`config.mk`:
```
export PLATFORM = sky130hd
export DESIGN_NAME = hue_range_color_mask_top_flat
export DESIGN_NICKNAME = d
export VERILOG_FILES = /design/src/hrcm_pkg.sv /design/src/hrcm_if.sv /design/src/hrcm_front.sv /design/src/hrcm_div_cell.sv /design/src/hue_range_color_mask_top.sv /design/src/flat_wrapper.sv
export SDC_FILE = /design/constraint.sdc
export NUM_CORES = 1
export LEC_CHECK = 0
export BUFFER_PORTS_ARGS = -buffer_cell sky130_fd_sc_hd__buf_2
export CORE_MARGIN = 2
export CORE_UTILIZATION = 55
export CTS_BUF_LIST = sky130_fd_sc_hd__clkbuf_8
export CTS_CLUSTER_DIAMETER = 50
export DETAILED_ROUTE_END_ITERATION = 6
export GPL_TIMING_DRIVEN = 0
export PLACE_DENSITY = 0.74
export SETUP_SLACK_MARGIN = 0.5
export SLEW_MARGIN = 20
export SYNTH_ARGS = -nofsm -noshare
export SYNTH_HDL_FRONTEND = slang
export SYNTH_HIERARCHICAL = 1
export SYNTH_SLANG_ARGS = --single-unit
```
`constraint.sdc`:
```
create_clock -name clk -period 11.3 [get_ports clk]
set_clock_uncertainty 0.1 [all_clocks]
set_input_delay 1.13 -clock clk [delete_from_list [all_inputs] [get_ports clk]]
set_output_delay 1.13 -clock clk [all_outputs]
set_load 0.01 [all_outputs]
```
`src/hrcm_pkg.sv`:
```
// Shared types, constants and helper functions for the hue range color mask.
// Used by the front end, the divider cells and the top level. No dependencies.
package hrcm_pkg;

  // Fixed-point format of the input channels.
  localparam int CHANNEL_FRAC_BITS = 12;
  localparam int IN_W              = 16;
  localparam int LEVEL_W           = 8;
  localparam int PROD_W            = IN_W - 1 + LEVEL_W;

  // Divider sizing: the hue numerator stays below 180 * 255.
  localparam int PART_W   = 16;
  localparam int QUO_BITS = 8;
  localparam int DEG_W    = 9;

  // Configuration port.
  localparam int CFG_INDEX_W = 2;
  localparam int CFG_DATA_W  = 3;
  localparam logic [CFG_INDEX_W-1:0] CFG_COLOR_SELECT  = 2'd0;
  localparam logic [CFG_INDEX_W-1:0] CFG_CHANNEL_COUNT = 2'd1;

  // Color codes.
  localparam logic [2:0] COLOR_RED     = 3'd0;
  localparam logic [2:0] COLOR_ORANGE  = 3'd1;
  localparam logic [2:0] COLOR_YELLOW  = 3'd2;
  localparam logic [2:0] COLOR_GREEN   = 3'd3;
  localparam logic [2:0] COLOR_CYAN    = 3'd4;
  localparam logic [2:0] COLOR_BLUE    = 3'd5;
  localparam logic [2:0] COLOR_MAGENTA = 3'd6;
  localparam logic [2:0] COLOR_UNKNOWN = 3'd7;

  localparam logic [2:0] COLOR_RESET   = COLOR_RED;
  localparam logic [2:0] CHANNEL_RESET = 3'd3;
  localparam logic [2:0] MIN_CHANNELS  = 3'd3;

  // Red also covers the top of the hue circle.
  localparam logic [DEG_W-1:0] RED_WRAP_LO_DEG = 9'd350;

  typedef logic [LEVEL_W-1:0]  level_t;
  typedef logic [PART_W-1:0]   part_t;
  typedef logic [QUO_BITS-1:0] quo_t;
  typedef logic [DEG_W-1:0]    deg_t;

  // Data word handed from cell to cell along the divider chain.
  typedef struct packed {
    part_t  part;
    quo_t   quo;
    level_t divisor;
  } div_word_t;

  // Control bits that travel alongside the data word.
  typedef struct packed {
    logic valid;
    logic gray;
  } div_tag_t;

  // Lower end of a color's hue range in degrees.
  function automatic deg_t range_lo(logic [2:0] color);
    deg_t lo;
    unique case (color)
      COLOR_RED:     lo = 9'd0;
      COLOR_ORANGE:  lo = 9'd10;
      COLOR_YELLOW:  lo = 9'd40;
      COLOR_GREEN:   lo = 9'd70;
      COLOR_CYAN:    lo = 9'd170;
      COLOR_BLUE:    lo = 9'd200;
      COLOR_MAGENTA: lo = 9'd270;
      default:       lo = 9'd0;
    endcase
    return lo;
  endfunction

  // Upper end of a color's hue range in degrees.
  function automatic deg_t range_hi(logic [2:0] color);
    deg_t hi;
    unique case (color)
      COLOR_RED:     hi = 9'd10;
      COLOR_ORANGE:  hi = 9'd40;
      COLOR_YELLOW:  hi = 9'd70;
      COLOR_GREEN:   hi = 9'd170;
      COLOR_CYAN:    hi = 9'd200;
      COLOR_BLUE:    hi = 9'd270;
      COLOR_MAGENTA: hi = 9'd350;
      default:       hi = 9'd0;
    endcase
    return hi;
  endfunction

endpackage

```
`src/hrcm_if.sv`:
```
// Valid/ready stream interfaces for pixels in and mask results out.
// Depends on hrcm_pkg for field widths.
interface hrcm_in_if;
  logic                                valid;
  logic                                ready;
  logic signed [hrcm_pkg::IN_W-1:0]    red_level;
  logic signed [hrcm_pkg::IN_W-1:0]    green_level;
  logic signed [hrcm_pkg::IN_W-1:0]    blue_level;

  modport source (output valid, output red_level, output green_level, output blue_level,
                  input ready);
  modport sink   (input valid, input red_level, input green_level, input blue_level,
                  output ready);
endinterface

interface hrcm_out_if;
  logic                     valid;
  logic                     ready;
  logic                     mask_bit;
  logic [7:0]               hue_half_degrees;

  modport source (output valid, output mask_bit, output hue_half_degrees, input ready);
  modport sink   (input valid, input mask_bit, input hue_half_degrees, output ready);
endinterface

```
`src/hrcm_front.sv`:
```
// Front end: channel scaling to 8-bit levels, max/min and hue numerator.
// Three register stages feeding the divider chain. Depends on hrcm_pkg.
module hrcm_front (
  input  logic                              clk,
  input  logic                              rst_n,
  input  logic                              en,
  input  logic                              in_valid,
  input  logic signed [hrcm_pkg::IN_W-1:0]  red_level,
  input  logic signed [hrcm_pkg::IN_W-1:0]  green_level,
  input  logic signed [hrcm_pkg::IN_W-1:0]  blue_level,
  output hrcm_pkg::div_tag_t                tag_out,
  output hrcm_pkg::div_word_t               word_out
);

  localparam logic [1:0] SECT_R = 2'd0;
  localparam logic [1:0] SECT_G = 2'd1;
  localparam logic [1:0] SECT_B = 2'd2;

  // Scale one channel by 255 / full scale, clamping to 0..255.
  function automatic hrcm_pkg::level_t to_level(logic signed [hrcm_pkg::IN_W-1:0] x);
    logic [hrcm_pkg::PROD_W-1:0] prod;
    logic [hrcm_pkg::PROD_W-1:0] shf;
    hrcm_pkg::level_t            lvl;
    prod = hrcm_pkg::PROD_W'(x[hrcm_pkg::IN_W-2:0]) * hrcm_pkg::PROD_W'(255);
    shf  = prod >> hrcm_pkg::CHANNEL_FRAC_BITS;
    if (x[hrcm_pkg::IN_W-1] || x == '0) begin
      lvl = '0;
    end else if (shf > hrcm_pkg::PROD_W'(255)) begin
      lvl = '1;
    end else begin
      lvl = hrcm_pkg::LEVEL_W'(shf);
    end
    return lvl;
  endfunction

  // Stage 1: levels.
  logic             v1_r;
  hrcm_pkg::level_t r1_r, g1_r, b1_r;

  always_ff @(posedge clk) begin
    if (!rst_n) begin
      v1_r <= 1'b0;
    end else if (en) begin
      v1_r <= in_valid;
    end
  end

  always_ff @(posedge clk) begin
    if (en) begin
      r1_r <= to_level(red_level);
      g1_r <= to_level(green_level);
      b1_r <= to_level(blue_level);
    end
  end

  // Stage 2: max, min, sector and channel difference.
  hrcm_pkg::level_t    mx, mn;
  logic [1:0]          sect_nxt;
  logic signed [8:0]   diff_nxt;

  always_comb begin
    mx = r1_r;
    mn = r1_r;
    if (g1_r > mx) mx = g1_r;
    if (b1_r > mx) mx = b1_r;
    if (g1_r < mn) mn = g1_r;
    if (b1_r < mn) mn = b1_r;
    if (mx == r1_r) begin
      sect_nxt = SECT_R;
      diff_nxt = 9'(g1_r) - 9'(b1_r);
    end else if (mx == g1_r) begin
      sect_nxt = SECT_G;
      diff_nxt = 9'(b1_r) - 9'(r1_r);
    end else begin
      sect_nxt = SECT_B;
      diff_nxt = 9'(r1_r) - 9'(g1_r);
    end
  end

  logic              v2_r;
  logic [1:0]        sect2_r;
  logic signed [8:0] diff2_r;
  hrcm_pkg::level_t  d2_r;

  always_ff @(posedge clk) begin
    if (!rst_n) begin
      v2_r <= 1'b0;
    end else if (en) begin
      v2_r <= v1_r;
    end
  end

  always_ff @(posedge clk) begin
    if (en) begin
      sect2_r <= sect_nxt;
      diff2_r <= diff_nxt;
      d2_r    <= mx - mn;
    end
  end

  // Stage 3: numerator in half-degree units times d, wrapped to be non-negative.
  logic signed [16:0] diff_x, d_x, k_x, n_raw, n_adj;

  always_comb begin
    case (sect2_r)
      SECT_R:  k_x = 17'sd0;
      SECT_G:  k_x = 17'sd60;
      SECT_B:  k_x = 17'sd120;
      default: k_x = 17'sd0;
    endcase
    diff_x = 17'(diff2_r);
    d_x    = signed'(17'(d2_r));
    n_raw  = diff_x * 17'sd30 + d_x * k_x;
    n_adj  = (n_raw < 0) ? n_raw + d_x * 17'sd180 : n_raw;
  end

  logic               v3_r;
  logic               gray3_r;
  hrcm_pkg::part_t    n3_r;
  hrcm_pkg::level_t   d3_r;

  always_ff @(posedge clk) begin
    if (!rst_n) begin
      v3_r <= 1'b0;
    end else if (en) begin
      v3_r <= v2_r;
    end
  end

  always_ff @(posedge clk) begin
    if (en) begin
      gray3_r <= (d2_r == '0);
      n3_r    <= hrcm_pkg::PART_W'(n_adj);
      d3_r    <= d2_r;
    end
  end

  assign tag_out.valid    = v3_r;
  assign tag_out.gray     = gray3_r;
  assign word_out.part    = n3_r;
  assign word_out.quo     = '0;
  assign word_out.divisor = d3_r;

endmodule

```
`src/hrcm_div_cell.sv`:
```
// One cell of the restoring divider chain: settles one quotient bit per item.
// Depends on hrcm_pkg for the word and tag structs.
module hrcm_div_cell (
  input  logic                clk,
  input  logic                rst_n,
  input  logic                en,
  input  logic [2:0]          bit_idx,
  input  hrcm_pkg::div_tag_t  tag_in,
  input  hrcm_pkg::div_word_t word_in,
  output hrcm_pkg::div_tag_t  tag_out,
  output hrcm_pkg::div_word_t word_out
);

  hrcm_pkg::part_t     shifted;
  logic                ge;
  hrcm_pkg::div_word_t word_nxt;
  hrcm_pkg::div_word_t word_r;
  logic                valid_r;
  logic                gray_r;

  // Compare the partial remainder with the divisor at this bit weight.
  always_comb begin
    shifted           = hrcm_pkg::PART_W'(word_in.divisor) << bit_idx;
    ge                = (word_in.part >= shifted);
    word_nxt.divisor  = word_in.divisor;
    word_nxt.part     = ge ? word_in.part - shifted : word_in.part;
    word_nxt.quo      = word_in.quo | (hrcm_pkg::QUO_BITS'(ge) << bit_idx);
  end

  always_ff @(posedge clk) begin
    if (!rst_n) begin
      valid_r <= 1'b0;
    end else if (en) begin
      valid_r <= tag_in.valid;
    end
  end

  always_ff @(posedge clk) begin
    if (en) begin
      gray_r <= tag_in.gray;
      word_r <= word_nxt;
    end
  end

  assign tag_out.valid = valid_r;
  assign tag_out.gray  = gray_r;
  assign word_out      = word_r;

endmodule

```
`src/hue_range_color_mask_top.sv`:
```
// Top level of the hue range color mask: config registers, front end,
// divider cell chain, rounding and range test. Depends on hrcm_pkg, hrcm_if,
// hrcm_front and hrcm_div_cell.
//
//   Channel   Direction  Payload
//   in_pix    in         red_level, green_level, blue_level (signed 16 bits)
//   out_mask  out        mask_bit (1 bit), hue_half_degrees (8 bits)
//   cfg_*     in         cfg_we, cfg_index (2 bits), cfg_wdata (3 bits)
//
// One pixel is accepted per cycle unless the pipeline holds. Twelve register
// stages (three front stages, eight divider cells with one quotient bit each,
// and the output register) carry an item; the first loads at the input
// transfer edge, and a result is offered on out_mask from the output register.
// Reset clears the stage valid bits and loads color red and three channels.
// When a result waits and out_mask.ready is low the whole pipeline holds.
module hue_range_color_mask_top (
  input  logic                                   clk,
  input  logic                                   rst_n,
  hrcm_in_if.sink                                in_pix,
  hrcm_out_if.source                             out_mask,
  input  logic                                   cfg_we,
  input  logic [hrcm_pkg::CFG_INDEX_W-1:0]       cfg_index,
  input  logic [hrcm_pkg::CFG_DATA_W-1:0]        cfg_wdata
);

  // Configuration registers.
  logic [2:0] color_sel_r;
  logic [2:0] chan_cnt_r;

  always_ff @(posedge clk) begin
    if (!rst_n) begin
      color_sel_r <= hrcm_pkg::COLOR_RESET;
      chan_cnt_r  <= hrcm_pkg::CHANNEL_RESET;
    end else if (cfg_we) begin
      if (cfg_index == hrcm_pkg::CFG_COLOR_SELECT) begin
        color_sel_r <= cfg_wdata;
      end
      if (cfg_index == hrcm_pkg::CFG_CHANNEL_COUNT) begin
        chan_cnt_r <= cfg_wdata;
      end
    end
  end

  // The pipeline advances whenever the output register is free or drains.
  logic out_valid_r;
  logic en;

  assign en           = !out_valid_r || out_mask.ready;
  assign in_pix.ready = en;

  // Front end and divider chain.
  hrcm_pkg::div_tag_t  tag_chain  [hrcm_pkg::QUO_BITS+1];
  hrcm_pkg::div_word_t word_chain [hrcm_pkg::QUO_BITS+1];

  hrcm_front u_front (
    .clk         (clk),
    .rst_n       (rst_n),
    .en          (en),
    .in_valid    (in_pix.valid),
    .red_level   (in_pix.red_level),
    .green_level (in_pix.green_level),
    .blue_level  (in_pix.blue_level),
    .tag_out     (tag_chain[0]),
    .word_out    (word_chain[0])
  );

  for (genvar k = 0; k < hrcm_pkg::QUO_BITS; k++) begin : g_cell
    hrcm_div_cell u_cell (
      .clk      (clk),
      .rst_n    (rst_n),
      .en       (en),
      .bit_idx  (3'(hrcm_pkg::QUO_BITS - 1 - k)),
      .tag_in   (tag_chain[k]),
      .word_in  (word_chain[k]),
      .tag_out  (tag_chain[k+1]),
      .word_out (word_chain[k+1])
    );
  end

  hrcm_pkg::div_tag_t  last_tag;
  hrcm_pkg::div_word_t last_word;

  assign last_tag  = tag_chain[hrcm_pkg::QUO_BITS];
  assign last_word = word_chain[hrcm_pkg::QUO_BITS];

  // Round half to even using the remainder, then test the degree range.
  logic [16:0]        rem_x2, div_x;
  logic               round_up;
  hrcm_pkg::quo_t     hue;
  hrcm_pkg::deg_t     deg;
  logic               hit;
  logic               few_chan;
  logic               mask_nxt;
  hrcm_pkg::quo_t     hue_nxt;

  always_comb begin
    rem_x2   = 17'(last_word.part) << 1;
    div_x    = 17'(last_word.divisor);
    round_up = (rem_x2 > div_x) || ((rem_x2 == div_x) && last_word.quo[0]);
    hue      = last_tag.gray ? '0 : last_word.quo + hrcm_pkg::QUO_BITS'(round_up);
    deg      = {hue, 1'b0};
    hit      = (color_sel_r != hrcm_pkg::COLOR_UNKNOWN)
               && (deg >= hrcm_pkg::range_lo(color_sel_r))
               && (deg <= hrcm_pkg::range_hi(color_sel_r));
    if ((color_sel_r == hrcm_pkg::COLOR_RED) && (deg >= hrcm_pkg::RED_WRAP_LO_DEG)) begin
      hit = 1'b1;
    end
    few_chan = (chan_cnt_r < hrcm_pkg::MIN_CHANNELS);
    mask_nxt = few_chan ? 1'b0 : hit;
    hue_nxt  = few_chan ? '0 : hue;
  end

  // Output register.
  logic           mask_r;
  hrcm_pkg::quo_t hue_r;

  always_ff @(posedge clk) begin
    if (!rst_n) begin
      out_valid_r <= 1'b0;
    end else if (en) begin
      out_valid_r <= last_tag.valid;
    end
  end

  always_ff @(posedge clk) begin
    if (en) begin
      mask_r <= mask_nxt;
      hue_r  <= hue_nxt;
    end
  end

  assign out_mask.valid            = out_valid_r;
  assign out_mask.mask_bit         = mask_r;
  assign out_mask.hue_half_degrees = hue_r;

  // The hue never leaves the half-degree circle.
  a_hue_range: assert property (@(posedge clk) disable iff (!rst_n)
    out_valid_r |-> (hue_r <= 8'd180))
    else $error("hue result above 180");

  // A set mask bit needs enough channels and a known color.
  a_mask_cfg: assert property (@(posedge clk) disable iff (!rst_n)
    (out_valid_r && mask_r) |->
      ((chan_cnt_r >= hrcm_pkg::MIN_CHANNELS) && (color_sel_r != hrcm_pkg::COLOR_UNKNOWN)))
    else $error("mask bit set with too few channels or unknown color");

  // After the last cell the remainder is below the divisor for a colored pixel.
  a_rem_below_div: assert property (@(posedge clk) disable iff (!rst_n)
    (last_tag.valid && !last_tag.gray) |->
      (last_word.part < hrcm_pkg::PART_W'(last_word.divisor)))
    else $error("divider remainder not below divisor");

  // Nothing comes out in the cycle after reset.
  a_reset_empty: assert property (@(posedge clk)
    $past(!rst_n) |-> !out_valid_r)
    else $error("result valid right after reset");

  // A held result keeps its payload while the pipeline is stalled.
  a_stall_hold: assert property (@(posedge clk) disable iff (!rst_n)
    (out_valid_r && !out_mask.ready) |=> ($stable(hue_r) && $stable(mask_r)))
    else $error("stalled result changed");

endmodule

```
`src/flat_wrapper.sv`:
```
// flat-port wrapper written by rule: the top's interface ports become plain ports
module hue_range_color_mask_top_flat 
  (clk, rst_n, cfg_we, cfg_index, cfg_wdata, in_pix_valid, in_pix_red_level, in_pix_green_level, in_pix_blue_level, in_pix_ready, out_mask_valid, out_mask_mask_bit, out_mask_hue_half_degrees, out_mask_ready);
  hrcm_in_if in_pix_i ();
  hrcm_out_if out_mask_i ();
  input  logic clk;
  input  logic rst_n;
  input  logic cfg_we;
  input  logic [hrcm_pkg::CFG_INDEX_W-1:0] cfg_index;
  input  logic [hrcm_pkg::CFG_DATA_W-1:0] cfg_wdata;
  input wire logic [$bits(in_pix_i.valid)-1:0] in_pix_valid;
  input wire logic [$bits(in_pix_i.red_level)-1:0] in_pix_red_level;
  input wire logic [$bits(in_pix_i.green_level)-1:0] in_pix_green_level;
  input wire logic [$bits(in_pix_i.blue_level)-1:0] in_pix_blue_level;
  output wire logic [$bits(in_pix_i.ready)-1:0] in_pix_ready;
  output wire logic [$bits(out_mask_i.valid)-1:0] out_mask_valid;
  output wire logic [$bits(out_mask_i.mask_bit)-1:0] out_mask_mask_bit;
  output wire logic [$bits(out_mask_i.hue_half_degrees)-1:0] out_mask_hue_half_degrees;
  input wire logic [$bits(out_mask_i.ready)-1:0] out_mask_ready;
  assign in_pix_i.valid = in_pix_valid;
  assign in_pix_i.red_level = in_pix_red_level;
  assign in_pix_i.green_level = in_pix_green_level;
  assign in_pix_i.blue_level = in_pix_blue_level;
  assign in_pix_ready = in_pix_i.ready;
  assign out_mask_valid = out_mask_i.valid;
  assign out_mask_mask_bit = out_mask_i.mask_bit;
  assign out_mask_hue_half_degrees = out_mask_i.hue_half_degrees;
  assign out_mask_i.ready = out_mask_ready;
  hue_range_color_mask_top u_core (.clk(clk), .rst_n(rst_n), .in_pix(in_pix_i), .out_mask(out_mask_i), .cfg_we(cfg_we), .cfg_index(cfg_index), .cfg_wdata(cfg_wdata));
endmodule
```
# Word-level counts from Yosys, hierarchy flattened
# Cells that the tools add are included.
# op_classes
addsub,15
mul,6
n_div,0
magnitude_cmp,21
eq_ne,13
shifts,0
mux,24
n_bitwise,7
n_reduce_logical,18
# op_table
op,n
$mux 16,9
$mul 15x8->23 const B,3
$mux 8,8
$pmux 9 s7,1
$pmux 9 s6,1
$logic_not 16->1,3
$gt 11x8->1 const B,3
$sub 8x8->9,3
$mux 9,2
$add 15x17->17,1
$eq 17x8->1,1
$gt 17x8->1,1
$lt 17x1->1 const B,1
$mul 9x17->17,1
$add 16x16->16,1
$eq 8x8->1,2
$ge 16x10->1,1
$ge 16x11->1,1
$ge 16x12->1,1
$ge 16x13->1,1
$ge 16x14->1,1
$ge 16x15->1,1
$ge 16x8->1,1
$ge 16x9->1,1
41 further kinds,55
# word_totals
reg_bits,352
latchBits,0
mem_bits_rw,0
mem_bits_ro,0
in_bits,58
output_inout_bits,11
elab_cells,161
n_memories,0

# Depth between registers and ports, before layout
# Gate-level depths: netlist of run 1.
# logic_depth
ltp_word,9
ltp_mapped,33
depth_no_buf,33

# Hierarchy
# Netlist of run 1, hierarchy kept.
# modules_own_cells
mod,n_inst,cells_per_inst,area_per_inst_um2,seq_area_each_um2
hrcm_div_cell at u_core.g_cell[0].u_cell ...,7,230,2476.1,1011.0
hrcm_front,1,1746,16995.0,2072.0
hrcm_div_cell at u_core.g_cell[3].u_cell,1,249,2483.6,1011.0
hue_range_color_mask_top,1,179,1501.4,410.4

# Worst setup path before layout of run 1
# No wires, ideal clock.
# synth_path
kind,input to register
start,in out_mask_ready
end,"reg u_core.out_valid_r, in the netlist u_core/out_mask.valid"
setup_ns,0.522
t_arrival_ns,10.438
required_ns,10.678
path_slack_ns,0.239
stages,2
path_buffers,0
path_cell_list,nand2b_1 a21boi_0
# synth_via
elab_chain_len,1
# synth_rtl
element,line,rtl
"start, declared",flat_wrapper.sv:19,input wire logic [$bits(out_mask_i.ready)-1:0] out_mask_ready;
$logic_or 1x1->1,hue_range_color_mask_top.sv:48,assign en = !out_valid_r || out_mask.ready;
"end signal, assigned",hue_range_color_mask_top.sv:121,out_valid_r <= last_tag.valid;
"end, declared",hue_range_color_mask_top.sv:45,logic out_valid_r;
# Every way passes these cells.
# A chain may end at the register's enable or synchronous reset.

# Worst setup path in the final report of run 1
# layout_path
start,reg u_core.u_front.diff2_r[1]
end,"reg u_core.u_front.n3_r[10], data pin"
# layout_via
elab_chain_len,4
elab_cells_between_ends,5
cone_classes,2 x add/sub; 1 x mul; 1 x order compare; 1 x mux
# layout_rtl
element,line,rtl
"start, declared",hrcm_front.sv:82,logic signed [8:0] diff2_r;
"start signal, assigned",hrcm_front.sv:96,diff2_r <= diff_nxt;
$mul 9x5->14 *,hrcm_front.sv:113,n_raw = diff_x * 17'sd30 + d_x * k_x;
$add 15x17->17 *,hrcm_front.sv:113,
$add 16x16->16 or $lt 17x1->1 (tied branches),hrcm_front.sv:114,n_adj = (n_raw < 0) ? n_raw + d_x * 17'sd180 : n_raw;
$mux 16 *,hrcm_front.sv:114,
net u_core.u_front.n_adj[10],hrcm_front.sv:102,"logic signed [16:0] diff_x, d_x, k_x, n_raw, n_adj;"
"end signal, assigned",hrcm_front.sv:133,n3_r <= hrcm_pkg::PART_W'(n_adj);
"end, declared",hrcm_front.sv:119,hrcm_pkg::part_t n3_r;
# The timed path passes the listed nets; every way through them passes the cells marked *.

==> results of run 1 <==
[layout make-up]
class	instances	area share
inverters	521	0.0470
flip-flops and latches	358	0.254
diodes	1	0.0000602
clock inverters	49	0.00987
well taps	931	0.0280
repair buffers	74	0.0120
multi-input cells	2827	0.609
clock buffers	69	0.0228
plain buffers	140	0.0174
[per-stage QoR]
stage / worst slack, ns / instances / instance area, um^2
after detailed placement: 3.46 / 4851 / 40200
after floorplan: 4.43 / 3846 / 38500
after CTS: 3.42 / 4969 / 41600
after global placement: 2.06 / 4845 / 40100
after global routing: 2.78 / 4970 / 41600
final: 3.37 / 4970 / 41600
[cells in the final DEF, fill, tap and decap left out, drive strengths merged, types with 36 or more instances in the layout]
cell and count:
conb 65, nor3 51, edfxtp 340, a211oi 40, mux2 137, o21a 62
nand4 40, a31oi 41, clkbuf 157, o21ai 165, inv 533, nand2 135
nor2b 72, a31o 40, mux2i 112, ha 433, xor2 74, and2 36
nor2 207, xnor2 115, a21oi 221, nand3 78, a21o 84, fa 257
buf 126
[state kept, by name, summed over array words and instances, names as in the netlist, 8 cells and up]
register / count
u_core/g_cell.u_cell/word_out: 256
u_core/u_front/n3_r: 15
u_core/u_front/diff2_r: 9
u_core/g_cell.u_cell/gray_r: 8
u_core/g_cell.u_cell/valid_r: 8
u_core/out_mask.hue_half_degrees: 8
u_core/u_front/b1_r: 8
u_core/u_front/d2_r: 8
u_core/u_front/d3_r: 8
u_core/u_front/g1_r: 8
u_core/u_front/r1_r: 8
[cells by family after synthesis]
| group | Yosys count | share of synthesized area |
|---|---|---|
| AOI/OAI and AO/OA | 871 | 0.158 |
| xor gates and xnor gates | 189 | 0.0432 |
| adders and majority gates | 690 | 0.276 |
| buffers and inverters | 661 | 0.0699 |
| DFF | 358 | 0.276 |
| muxes | 249 | 0.0757 |
| other | 3 | 0.000294 |
| and+or+nand+nor | 763 | 0.101 |
[per-layer routing]
layer  part of all wire  track usage  vias to the layer above
li1                   -            -                    13800
met4              0.032       0.0833                        0
met5                  0            0                        -
met1               0.44        0.297                    13300
met2               0.49        0.411                      652
met3              0.040       0.0258                      172
[worst max-delay path by stage]
stage	startpoint	to	slack, ns	cells after the start
global placement	out_mask_ready	in_pix_ready	2.06	3
finish	u_core/u_front/diff2_r[1]	u_core/u_front/n3_r[10]	3.37	25
detailed placement	u_core/u_front/diff2_r[0]	u_core/u_front/n3_r[10]	3.46	25
CTS	u_core/u_front/diff2_r[0]	u_core/u_front/n3_r[10]	3.42	25
floorplan	u_core/u_front/diff2_r[2]	u_core/u_front/n3_r[10]	4.43	26
global route	u_core/u_front/diff2_r[1]	u_core/u_front/n3_r[10]	2.78	25
[worst max-delay path, cell delays in order, from the launching register on]
cell       delay [ns]
edfxtp_1         0.44
ha_1             0.36
ha_1             0.32
inv_1            0.06
fa_1             0.51
fa_1             0.49
nor2b_1          0.12
o21ai_0          0.10
a21boi_0         0.29
o21ai_0          0.16
a21boi_0         0.24
o21ai_0          0.15
a21boi_0         0.34
nor2_1           0.14
ha_1             0.30
inv_1            0.05
fa_1             0.49
fa_1             0.49
inv_1            0.04
ha_1             0.33
and3_1           0.22
a2111oi_0        0.43
o21bai_1         0.14
xor2_1           0.61
buf_2            0.37
mux2_2           0.38
==> flow_summary.yaml, run 1 <==
sta:
  min_period_ns: 7.93
  fin_crit_sh: 0.702
  max-slew-margin-rel: 0.203
  finalSetupViolCount: 0
  slew_violations: 0
  rsz0062_at_grt: "no"
  final_hold_viol_count: 0
  fmax_mhz: 126
  worst_pin_slew_ns: 1.18
  fin_setup_tns_ns: 0
  hold-worst-slack_ns: 0.376
clock_network:
  cts_root_buffer: "clkbuf_8"
  cts_tree: "built"
  cts.sinks: 358
  htree_levels: 3
  clk_latency_ns: 0.63
  clk_pin_slew_ns: 0.06
  cts.path.max_buffers: 3
  hold_buffers: 0
  cts_buffers: 68
  post_cts_buffers: 0
  post_cts_resized: 0
cells_and_area:
  nets: 4738
  nFillCells: 5829
  synthToLayoutAreaGrowth_pct: 8.52
  regArea_um2: 10600
  multiInputGateArea_um2: 25300
  fin_util: 0.604
  drive_gt1_frac: 0.114
route:
  drtPass1Iterations: 6
  drt-total-wl_um: 81800
  avgViaCountPerCell: 5.61
  drc: 0
  ant_nets: 0
  drtIter0Drc: 1728
  vias: 27900
  wire_per_inst_um: 16.5
floorplanning:
  rows: 96
  die_y_um: 268
  dieArea_um2: 71800
  coreArea_um2: 68800
  die_w_um: 268
  start_util: 0.557
  io_pins: 69
status:
  status: "completed"
global_routing:
  track_usage: 0.233
  grt_first_pass_wirelength_um: 137000
  grt_antenna_before_repair: 1
  grt_pass1_vias: 28100
  grt-ovfl-total: 0
  grt_max_degree: 63
setup_path:
  ff2ff_path_depth: 25
  rrSetupSlack_ns: 3.37
  required_ns: 11.57
  reg2reg_to: "u_core/u_front/n3_r[10]"
  crit_path_start_kind: "flip-flop"
  cp_max_fo: 10
  timing.rr.start: "u_core/u_front/diff2_r[1]"
  cp.arrival_ns: 8.21
  crit_type: "reg2reg"
  worstSetupEndpointType: "flip-flop"
yosys:
  yosysWarnings: 6
  syn_inst: 3784
  synth_area_leader_cell: "edfxtp_1"
  synth_top_area_share: 0.266
  ys_seq_area_frac: 0.276
  syn-cell-area_um2: 38300
  synth_most_common_cell: "inv_1"
  yosys-top-cells-count: "inv_1 (513), ha_1 (433), edfxtp_1 (340)"
  avgSynthCellArea_um2: 10.1
  dominantRegCellSynth: "edfxtp_1"
  yosys_register_bits: 358
  ys_types: 93
  async_flop_share: 0
  yosys-top-cells-area: "edfxtp_1 (27%), ha_1 (14%), fa_1 (13%)"
  synth-edff-count: 340
worst_hold_path:
  hold_path_depth: 0
  hold_start: "u_core/g_cell[4].u_cell/word_out[2]"
  hold_path_class: "reg2reg"
  worstHoldEndpoint: "u_core/g_cell[5].u_cell/word_out[2]"
placed_design:
  gp_congestion: 0.938
  dp_hpwl_um: 66100
  io_buffers: 68
run:
  drv_cap: 0
Power of run 1 is left out: the tool's default activity adds up to more than one toggle a clock period on the data nets, which glitch-free logic cannot reach.
==> inputs of run 2 (changes only) <==
ABC_AREA = 1   (was not set)
clock period = 7.26 ns   (was 11.3 ns; I/O delays follow)
==> flow_summary.yaml, run 2 <==
route:
  avgViaCountPerCell: 5.19
  drtIter0Drc: 2157
  drt-total-wl_um: 92100
  vias: 33100
  wire_per_inst_um: 14.5
  drtPass1Iterations: 6
  drc: 0
  ant_nets: 0
yosys:
  synth-edff-count: 340
  syn-cell-area_um2: 40700
  ys_seq_area_frac: 0.260
  avgSynthCellArea_um2: 7.90
  async_flop_share: 0
  synth_most_common_cell: "nand2_1"
  yosys_register_bits: 358
  syn_inst: 5146
  dominantRegCellSynth: "edfxtp_1"
  yosys-top-cells-area: "edfxtp_1 (25%), ha_1 (13%), fa_1 (13%)"
  synth_top_area_share: 0.251
  synth_area_leader_cell: "edfxtp_1"
  ys_types: 58
  yosys-top-cells-count: "nand2_1 (1326), inv_1 (925), ha_1 (433)"
  yosysWarnings: 6
floorplanning:
  die_w_um: 276
  coreArea_um2: 73100
  rows: 99
  die_y_um: 276
  dieArea_um2: 76100
  io_pins: 69
  start_util: 0.556
sta:
  fin_crit_sh: 0.947
  max-slew-margin-rel: 0.406
  final_hold_viol_count: 0
  finalSetupViolCount: 0
  min_period_ns: 6.87
  rsz0062_at_grt: "yes"
  hold-worst-slack_ns: 0.205
  worst_pin_slew_ns: 0.892
  fmax_mhz: 146
  slew_violations: 0
cells_and_area:
  synthToLayoutAreaGrowth_pct: 9.09
  fin_cells: 6375
  drive_gt1_frac: 0.111
  final_common_cell: "nand2_1"
  final_cell_mix: "nand2_1 (1320), inv_1 (939), ha_1 (421), edfxtp_1 (340), nor2_1 (280)"
  nets: 6113
  largest_reg_flops: 256
  nFillCells: 6558
  fin_util: 0.607
clock_network:
  cts.path.max_buffers: 3
  cts.sinks: 358
  cts_tree: "built"
  hold_buffers: 0
  clk_latency_ns: 0.64
  cts_root_buffer: "clkbuf_8"
  clk_pin_slew_ns: 0.06
  htree_levels: 3
  cts_buffers: 68
global_routing:
  grt_pass1_vias: 32500
  grt_antenna_before_repair: 0
  grt_first_pass_wirelength_um: 153000
  grt_max_degree: 107
  grt-ovfl-total: 0
  track_usage: 0.247
setup_path:
  critPathSlowestCell: "fa_1"
  cp.arrival_ns: 7.15
  cp_slowest_stage_delay_ns: 0.51
  required_ns: 7.54
  crit_type: "reg2reg"
  ff2ff_path_depth: 36
  cp_max_fo: 5
  worstSetupEndpointType: "flip-flop"
  crit_path_start_kind: "flip-flop"
status:
  status: "completed"
run:
  drv_cap: 0
placed_design:
  gp_congestion: 0.930
  dp_cells: 6230
  dp_hpwl_um: 75300
  io_buffers: 68
worst_hold_path:
  hold_path_class: "in2reg"
  hold_path_depth: 3
run 2: metal layers:
metal,part of all wire,wire length (um),track usage
met2,0.51,47100,0.457
met1,0.43,39400,0.302
met5,0,0,0
met3,0.032,2990,0.0211
met4,0.028,2590,0.0778
run 2: worst max-delay path, delay by kind of cell (launching register included):
family,cells,cell delay [ns]
compound gates,6,0.78
simple gates,10,0.88
xor+xnor,2,0.40
buf+inv,9,0.61
flops,1,0.46
fa+ha+maj,9,3.37
run 2: area by class of cell:
cell class,count,area [um^2],share of cell area
Antenna cell,1,2.50,0.0000564
Buffer,117,852,0.0192
Clock buffer,71,977,0.0220
Clock inverter,49,365,0.00824
Inverter,964,3660,0.0826
Multi-Input combinational cell,3761,26100,0.589
Sequential cell,358,10600,0.238
Tap cell,959,1200,0.0271
Timing Repair Buffer,95,603,0.0136
run 2: worst paths after layout:
kind / slack, ns / from / to
max: 0.39 / u_core/u_front/diff2_r[1] / u_core/u_front/n3_r[15]
min: 0.21 / cfg_wdata[1] / u_core/chan_cnt_r[1]
max reg2reg: 0.39 / u_core/u_front/diff2_r[1] / u_core/u_front/n3_r[15]
min reg2reg: 0.35 / u_core/g_cell[3].u_cell/word_out[4] / u_core/g_cell[4].u_cell/word_out[4]
run 2: cell families (layout without fill, tap and decap cells):
| family | after synthesis | count (layout) | share of synthesized area |
|---|---|---|---|
| buffers and inverters | 1081 | 1296 | 0.111 |
| and+or+nand+nor | 2243 | 2243 | 0.245 |
| muxes | 8 | 8 | 0.00197 |
| adders and majority gates | 690 | 690 | 0.260 |
| other | 3 | 58 | 0.000277 |
| DFF | 358 | 358 | 0.260 |
| xor gates and xnor gates | 150 | 150 | 0.0323 |
| AOI/OAI and AO/OA | 613 | 613 | 0.0892 |
run 2: per-stage QoR:
stage	worst slack (ns)	TNS [ns]	instance area [um^2]
final	0.388	0	44300
after global placement	-0.881	-52.24	42400
after CTS	0.404	0	44200
after global routing	0.0287	0	44300
after floorplan	0.587	0	40900
after detailed placement	-0.214	-0.323	42500
run 2: repair_timing:
action                     in CTS  in global routing
pin swaps                      29                 22
setup endpoints to repair       9                 14
buffers inserted               20                  4
gates cloned                    0                  0
gates resized for setup        42                 26
Power of run 2 is left out for the same reason.
==> inputs of run 3 (changes only) <==
ABC_AREA = not set   (was 1)
==> flow_summary.yaml, run 3 (synthesized netlist as in run 1, its figures left out) <==
status:
  status: "finished, violations left"
  violations: "design-rule violations"
setup_path:
  cp_max_fo: 5
  crit_start: "u_core/u_front/diff2_r[1]"
  critPathSlowestCell: "fa_1"
  crit_path_start_kind: "flip-flop"
  cp_slowest_stage_delay_ns: 0.59
  cp.arrival_ns: 7.37
  cp.buffers_inverters: 6
  worstSetupEndpointType: "flip-flop"
  timing.rr.start: "u_core/u_front/diff2_r[1]"
  crit_type: "reg2reg"
  required_ns: 7.55
  crit_family: "adder cells"
worst_hold_path:
  hold_start: "cfg_wdata[0]"
  hold_path_class: "in2reg"
route:
  vias: 28200
  ant_nets: 0
  wire_per_inst_um: 16.8
  drt-total-wl_um: 84000
  drtPass1Iterations: 7
  avgViaCountPerCell: 5.63
  drtIter0Drc: 1685
  drc: 1
global_routing:
  grt_antenna_before_repair: 1
  track_usage: 0.238
  grt-ovfl-total: 0
  grt_pass1_vias: 28700
  grt_first_pass_wirelength_um: 139000
  grt_max_degree: 60
sta:
  rsz0062_at_grt: "yes"
  fin_crit_sh: 0.976
  final_hold_viol_count: 0
  finalSetupViolCount: 0
  worst_pin_slew_ns: 1.09
  slew_violations: 0
  fin_setup_tns_ns: 0
  max-slew-margin-rel: 0.267
  hold-worst-slack_ns: 0.205
  min_period_ns: 7.09
  fmax_mhz: 141
cells_and_area:
  nets: 4779
  final_cell_mix: "inv_1 (514), ha_1 (417), edfxtp_1 (340), fa_1 (255), a21oi_1 (206)"
  fin_util: 0.614
  fin_cells: 5012
  final_common_cell: "inv_1"
  drive_gt1_frac: 0.140
  nFillCells: 5675
  synthToLayoutAreaGrowth_pct: 10.3
  largest_reg_flops: 256
clock_network:
  clk_latency_ns: 0.65
  cts.sinks: 358
  cts_tree: "built"
  clk_pin_slew_ns: 0.06
  cts.path.max_buffers: 3
  htree_levels: 3
  cts_buffers: 66
  cts_root_buffer: "clkbuf_8"
placed_design:
  io_buffers: 68
  dp_hpwl_um: 66200
  gp_congestion: 0.937
  dp_cells: 4851
floorplanning:
  die_w_um: 268
  coreArea_um2: 68800
  rows: 96
  dieArea_um2: 71800
  io_pins: 69
  die_y_um: 268
  start_util: 0.557
run:
  drv_cap: 0
-- run 3: changes by cell type in the layout (fill, tap and decap cells not counted), moves of 69 or more --
| cell | delta |
|---|---|
| inv_1 | -425 |
| mux2_2 | +69 |
| mux2i_1 | +104 |
| nand2_1 | -1185 |
| nand2_2 | -86 |
| nand3_1 | -193 |
| nor2_1 | -79 |
| nor2b_1 | +71 |
-- run 3: worst paths after layout --
check / end / slack (ns) / cells after the start
worst max-delay path: u_core/u_front/n3_r[15] / 0.17 / 30
worst min-delay path: u_core/chan_cnt_r[0] / 0.20 / 3
worst max register to register: u_core/u_front/n3_r[15] / 0.17 / 30
worst min register to register: u_core/g_cell[4].u_cell/word_out[1] / 0.38 / 0
-- run 3: layout make-up --
type / count / area (um^2) / area share
antenna: 1 / 2.50 / 0.0000592
sequential: 358 / 10600 / 0.250
tap: 931 / 1160 / 0.0276
multi-input combinational: 2827 / 25800 / 0.610
timing repair buffer: 117 / 832 / 0.0197
clock buffer: 66 / 908 / 0.0215
inverter: 521 / 1960 / 0.0463
buffer: 140 / 729 / 0.0173
clock inverter: 51 / 333 / 0.00788
-- run 3: tightest hold or removal path: stages --
cell	delay, ns
buf_2	0.09
mux2i_1	0.05
nand2_1	0.05
-- run 3: per-layer routing --
metal	wire length, um	GRT usage	up-vias
met2	41800	0.426	708
met3	3550	0.0270	166
met5	0	0	-
met1	36200	0.298	13500
li1	-	-	13900
met4	2450	0.0806	0
-- run 3: metrics by stage --
step,setup WS (ns),area [um^2]
after floorplan,0.501,38600
after global routing,-0.153,42300
after CTS,0.428,42000
after detailed placement,-0.373,40200
final,0.174,42300
after global placement,-1.17,40100
-- run 3: timing repair --
item | in CTS | in global routing
pin swaps | 43 | 43
setup buffers | 30 | 13
gates resized for setup | 55 | 41
endpoints found under the hold margin | 0 | 0
cloned | 0 | 0
endpoints found under the setup margin | 14 | 15
hold buffers | 0 | 0
Power of run 3 is left out for the same reason.
